## config.mk

```make
export PLATFORM = sky130hd
export DESIGN_NAME = srq_ram
export DESIGN_NICKNAME = d
export VERILOG_FILES = /design/src/stride_scheduler_ready_queue_top_assert.svh /design/src/srq_ram.sv
export SDC_FILE = /design/constraint.sdc
export NUM_CORES = 1
export LEC_CHECK = 0
export BUFFER_PORTS_ARGS = -buffer_cell sky130_fd_sc_hd__buf_4
export CAP_MARGIN = 5
export CORE_MARGIN = 3
export CORE_UTILIZATION = 40
export DETAILED_ROUTE_END_ITERATION = 12
export PLACE_DENSITY_LB_ADDON = 0.05
export SKIP_LAST_GASP = 1
export SLEW_MARGIN = 30
export SYNTH_ARGS = -nofsm -noshare
export SYNTH_HDL_FRONTEND = slang
export SYNTH_SLANG_ARGS = --single-unit
```

## constraint.sdc

```tcl
create_clock -name clk_i -period 2.65 [get_ports clk_i]
set_input_delay 0.3975 -clock clk_i [delete_from_list [all_inputs] [get_ports clk_i]]
set_output_delay 0.3975 -clock clk_i [all_outputs]
set_load 0.005 [all_outputs]
```

## src/stride_scheduler_ready_queue_top_assert.svh

```systemverilog
// Assertion helpers for the ready queue.
`ifndef STRIDE_SCHEDULER_READY_QUEUE_TOP_ASSERT_SVH
`define STRIDE_SCHEDULER_READY_QUEUE_TOP_ASSERT_SVH

// Checked on every clock edge, skipped while in reset.
`define SRQ_ASSERT(lbl, prop, msg) \
  lbl: assert property (@(posedge clk_i) disable iff (!rst_ni) (prop)) else $error(msg);

// Checked on every clock edge, reset included.
`define SRQ_ASSERT_ALWAYS(lbl, prop, msg) \
  lbl: assert property (@(posedge clk_i) (prop)) else $error(msg);

`endif

```

## src/srq_ram.sv

```systemverilog
`timescale 1ns / 1ps
// ----------------------------------------------------------------------------
// srq_ram
// Simple dual-port RAM, one write port, one registered read port.
// ----------------------------------------------------------------------------
module srq_ram #(
  parameter int unsigned WIDTH = 8,
  parameter int unsigned DEPTH = 64
) (
  input  logic                     clk_i,
  input  logic                     we_i,
  input  logic [$clog2(DEPTH)-1:0] waddr_i,
  input  logic [WIDTH-1:0]         wdata_i,
  input  logic [$clog2(DEPTH)-1:0] raddr_i,
  output logic [WIDTH-1:0]         rdata_o
);

  logic [WIDTH-1:0] mem_q [DEPTH];

  always_ff @(posedge clk_i) begin
    if (we_i) begin
      mem_q[waddr_i] <= wdata_i;
    end
    rdata_o <= mem_q[raddr_i];
  end

endmodule

```

* Word level (Yosys, flattened, before mapping)
Memory sizes are Yosys's and may differ from the RTL's. A register that Yosys moved wholly into a read port is not among the register bits. Cells that the tools add are included.
Storage, ports and cells: bits in writable memories 512, memories 1, register bits after elaboration 0, output and inout port bits 8, input bits 22, logic and storage cells 3
Operators by class: muxes and demuxes 2
Memories:
- mem_q | depth 64, bits a word 8, rd ports 1, clocked after memory_dff 1, write ports 1, RTL line srq_ram.sv:18 | logic [WIDTH-1:0] mem_q [DEPTH];
Operator list (count):
- 1-bit two-way mux | 2

* Longest topological paths before layout
depth after elaboration 2, depth in mapped cells 9

* Worst setup path after synthesis
OpenSTA, ideal clock, no wires.
path kind input -> register, from input port raddr_i[1], to register rdata_o[3], read port of mem_q, path buffers 3, stages 7, library setup time 128 ps, arrival time 1937 ps, slack 585 ps, cell sequence buf_4 -> buf_2 -> buf_2 -> mux4_2 -> mux4_2 -> o21ai_1 -> o41ai_1
RTL lines:
- start: declaration | RTL line srq_ram.sv:14 | input logic [$clog2(DEPTH)-1:0] raddr_i,
- end: declaration | RTL line srq_ram.sv:15 | output logic [WIDTH-1:0] rdata_o

==> impl_metrics.json <==
{
  "status": "complete, no violations",
  "postCtsSetupRepairBufs": 0,
  "maxSlewViolCount": 0,
  "synth_nets": 962,
  "stdcell_count": 1796,
  "p_leak_nw": 7.570,
  "numPortBuffers": 29,
  "yosys.area_share.simple_pct": 3.388,
  "period_share_pct": 77.85,
  "crit_required_ps": 3100,
  "firstDrtPassIters": 5,
  "cpMaxStageDelayCell": "mux4_2",
  "drtIter0Drc": 863,
  "cp.depth": 5,
  "route.detailed.drc": 0,
  "grt_first_pass_wirelength_um": 73370,
  "synthToLayoutAreaGrowth_pct": 17.04,
  "cts-htree-levels": 2,
  "peakVddDrop_uv": 494.8,
  "cp_top_family": "multiplexers",
  "tightest_slew_ps": 748.5,
  "rows": 81,
  "synth_top_family_by_area": "multiplexers",
  "numCtsBuffers": 54,
  "root_buffer": "clkbuf_16",
  "cp_data_arrival_time_ps": 2520,
  "crit_buf_inv": 0,
  "initial_core_util_pct": 40.86,
  "cap_violations": 0,
  "synth-compound-area-share_pct": 2.072,
  "insertion_delay_ps": 590,
  "hold_ws_ps": 210.9,
  "antenna_found_initial": 2,
  "ant_nets": 0,
  "whs_path_depth": 2,
  "seq_area_frac_synth_pct": 77.03,
  "holdBufCountCts": 0,
  "clock-sinks": 520,
  "synth-xor-area-share_pct": 0,
  "grt_max_degree": 65,
  "multi_input_area_um2": 4315,
  "path_cells": "mux4_2 > mux2_2 > o221a_2 > nor3_1 > o32ai_1",
  "p_total_mw": 17.39,
  "max_slew_margin_pct": 49.98,
  "ys_types": 40,
  "fillers": 4095,
  "via_per_inst": 5.462,
  "ys.warnings.count": 0,
  "overflow": 0,
  "wirelength_um": 50200,
  "coreArea_um2": 49360,
  "power_density_nw_per_um2": 736.6,
  "cts_buffer_depth": 3,
  "hp-class": "in2reg",
  "dieArea_um2": 53150,
  "reg2reg_depth": 5,
  "clk_pin_slew_ps": 60,
  "clock.fmax_ghz": 0.4847,
  "regArea_um2": 15530,
  "ys_seq_elements": 520,
  "grt_use_total_pct": 19.26,
  "synth_fa_ha_area_share_pct": 0,
  "vias": 9809,
  "ioPinCount": 30,
  "dp.cells": 1700,
  "fp.dieH_um": 230.5,
  "dp_hpwl_um": 30380,
  "critical_path.startpoint_type": "flop",
  "criticalPathCategory": "reg2reg",
  "die_w_um": 230.5,
  "end_kind": "flop",
  "drive_gt1_share_pct": 31.63,
  "n_antenna_cell": 0,
  "layout_min_cycle_time_ps": 2063,
  "cts-resized-gates": 0,
  "nets": 1114,
  "cpPeakStageDelay_ps": 470,
  "finalSetupViolCount": 0,
  "wire_per_inst_um": 27.95,
  "grt_pass1_vias": 10280,
  "syn_area_per_cell_um2": 21.45,
  "hold_viol": 0,
  "critPathMaxFanout": 1,
  "tritoncts": "yes",
  "syn-instance-count": 940,
  "skew_ps": 12.63,
  "gp_congestion": 0.7650,
  "synth_area_um2": 20170,
  "rsz0062_at_grt": "false",
  "synthMuxAreaShare_pct": 15.94
}
## cells in the final DEF, fill, tap and decap left out, drive strengths merged, types with 3 or more instances in the layout
cell,n
mux2,13
nor3,7
clkinv,21
nor2,83
buf,146
nand2,19
a22oi,3
clkinvlp,3
a211oi,4
a21oi,3
edfxtp,512
nand3,13
nand3b,3
o221ai,8
bufinv,4
o2bb2ai,3
a221oi,6
o22ai,8
clkbuf,69
nor2b,14
dfxtp,8
mux4,126
mux2i,23
o2111ai,3
nand2b,7
o21ai,4
## flip-flops by register name (all words and copies together), names as in the netlist
| name | count |
|---|---|
| mem_q | 512 |
| rdata_o | 8 |
## per-stage QoR
step	TNS (ps)	instance area, um^2	setup slack (ps)	utilization (%)
2_1_floorplan	0	20170	584.8	-
3_3_place_gp	-2.173	21900	-2.173	44.38
3_5_place_dp	0	21900	2.275	44.38
4_1_cts	0	23600	513.2	47.82
5_1_grt	0	23600	495.8	47.82
6_report	0	23600	587.0	47.82
## path summary, 6_finish.rpt
kind                startpoint          to  slack, ps
hold reg to reg    mem_q[5][7]  rdata_o[7]        870
setup / recovery  mem_q[29][4]  rdata_o[4]        590
setup reg to reg  mem_q[29][4]  rdata_o[4]        590
hold / removal      raddr_i[5]  rdata_o[5]        210
## final cells by class
cell class                 count  share of cell area (%)
multi-input combinational    369                   18.28
sequential                   520                   65.81
tap                          664                   3.520
timing repair buffer         147                   5.179
clock inverter                28                  0.9860
clock buffer                  68                   6.218
## layer usage
layer | routed length, um | GRT usage, % | vias up
met5 | 13 | 0 | -
met4 | 1121 | 5.612 | 2
met3 | 2980 | 3.986 | 74
met2 | 23260 | 29.47 | 292
met1 | 22820 | 28.18 | 5212
li1 | - | - | 4229
## synth_stat cells, drive strengths merged
library cell / count / area (um^2)
o21a: 2 / 15.01
nand4: 2 / 12.51
or3: 1 / 6.260
a2111oi: 2 / 17.52
o311ai: 1 / 8.760
nor2b: 14 / 87.58
nand2: 19 / 71.32
mux4: 126 / 2838
nand2b: 7 / 43.79
buf: 34 / 252.7
clkbuf: 17 / 63.81
nor3: 7 / 35.03
nand3: 13 / 65.06
edfxtp: 512 / 15370
o41ai: 2 / 17.52
nor2: 83 / 311.6
and2: 1 / 6.260
o221a: 2 / 22.52
o32ai: 2 / 17.52
a22oi: 3 / 22.52
mux2i: 23 / 230.2
o21ai: 4 / 20.02
a31oi: 1 / 6.260
nand3b: 3 / 22.52
o2111ai: 3 / 26.28
o2bb2ai: 3 / 26.28
o22ai: 8 / 50.05
o221ai: 8 / 70.07
a21oi: 3 / 15.01
dfxtp: 8 / 160.2
nand4b: 1 / 8.760
a221oi: 6 / 52.55
a211oi: 4 / 30.03
mux2: 13 / 146.4
nor4: 2 / 12.51
## cells by family after synthesis
logic type      after synthesis
flops                       520
mux                         162
simple gates                153
compound gates               54
buf+inv                      51
## where the power goes
group | total, mW | switching, mW | internal, mW
clock network | 7.33 | 3.06 | 4.27
registers | 9.14 | 0.0331 | 9.11
logic | 0.919 | 0.548 | 0.372
(Power assumes the default switching activity.)
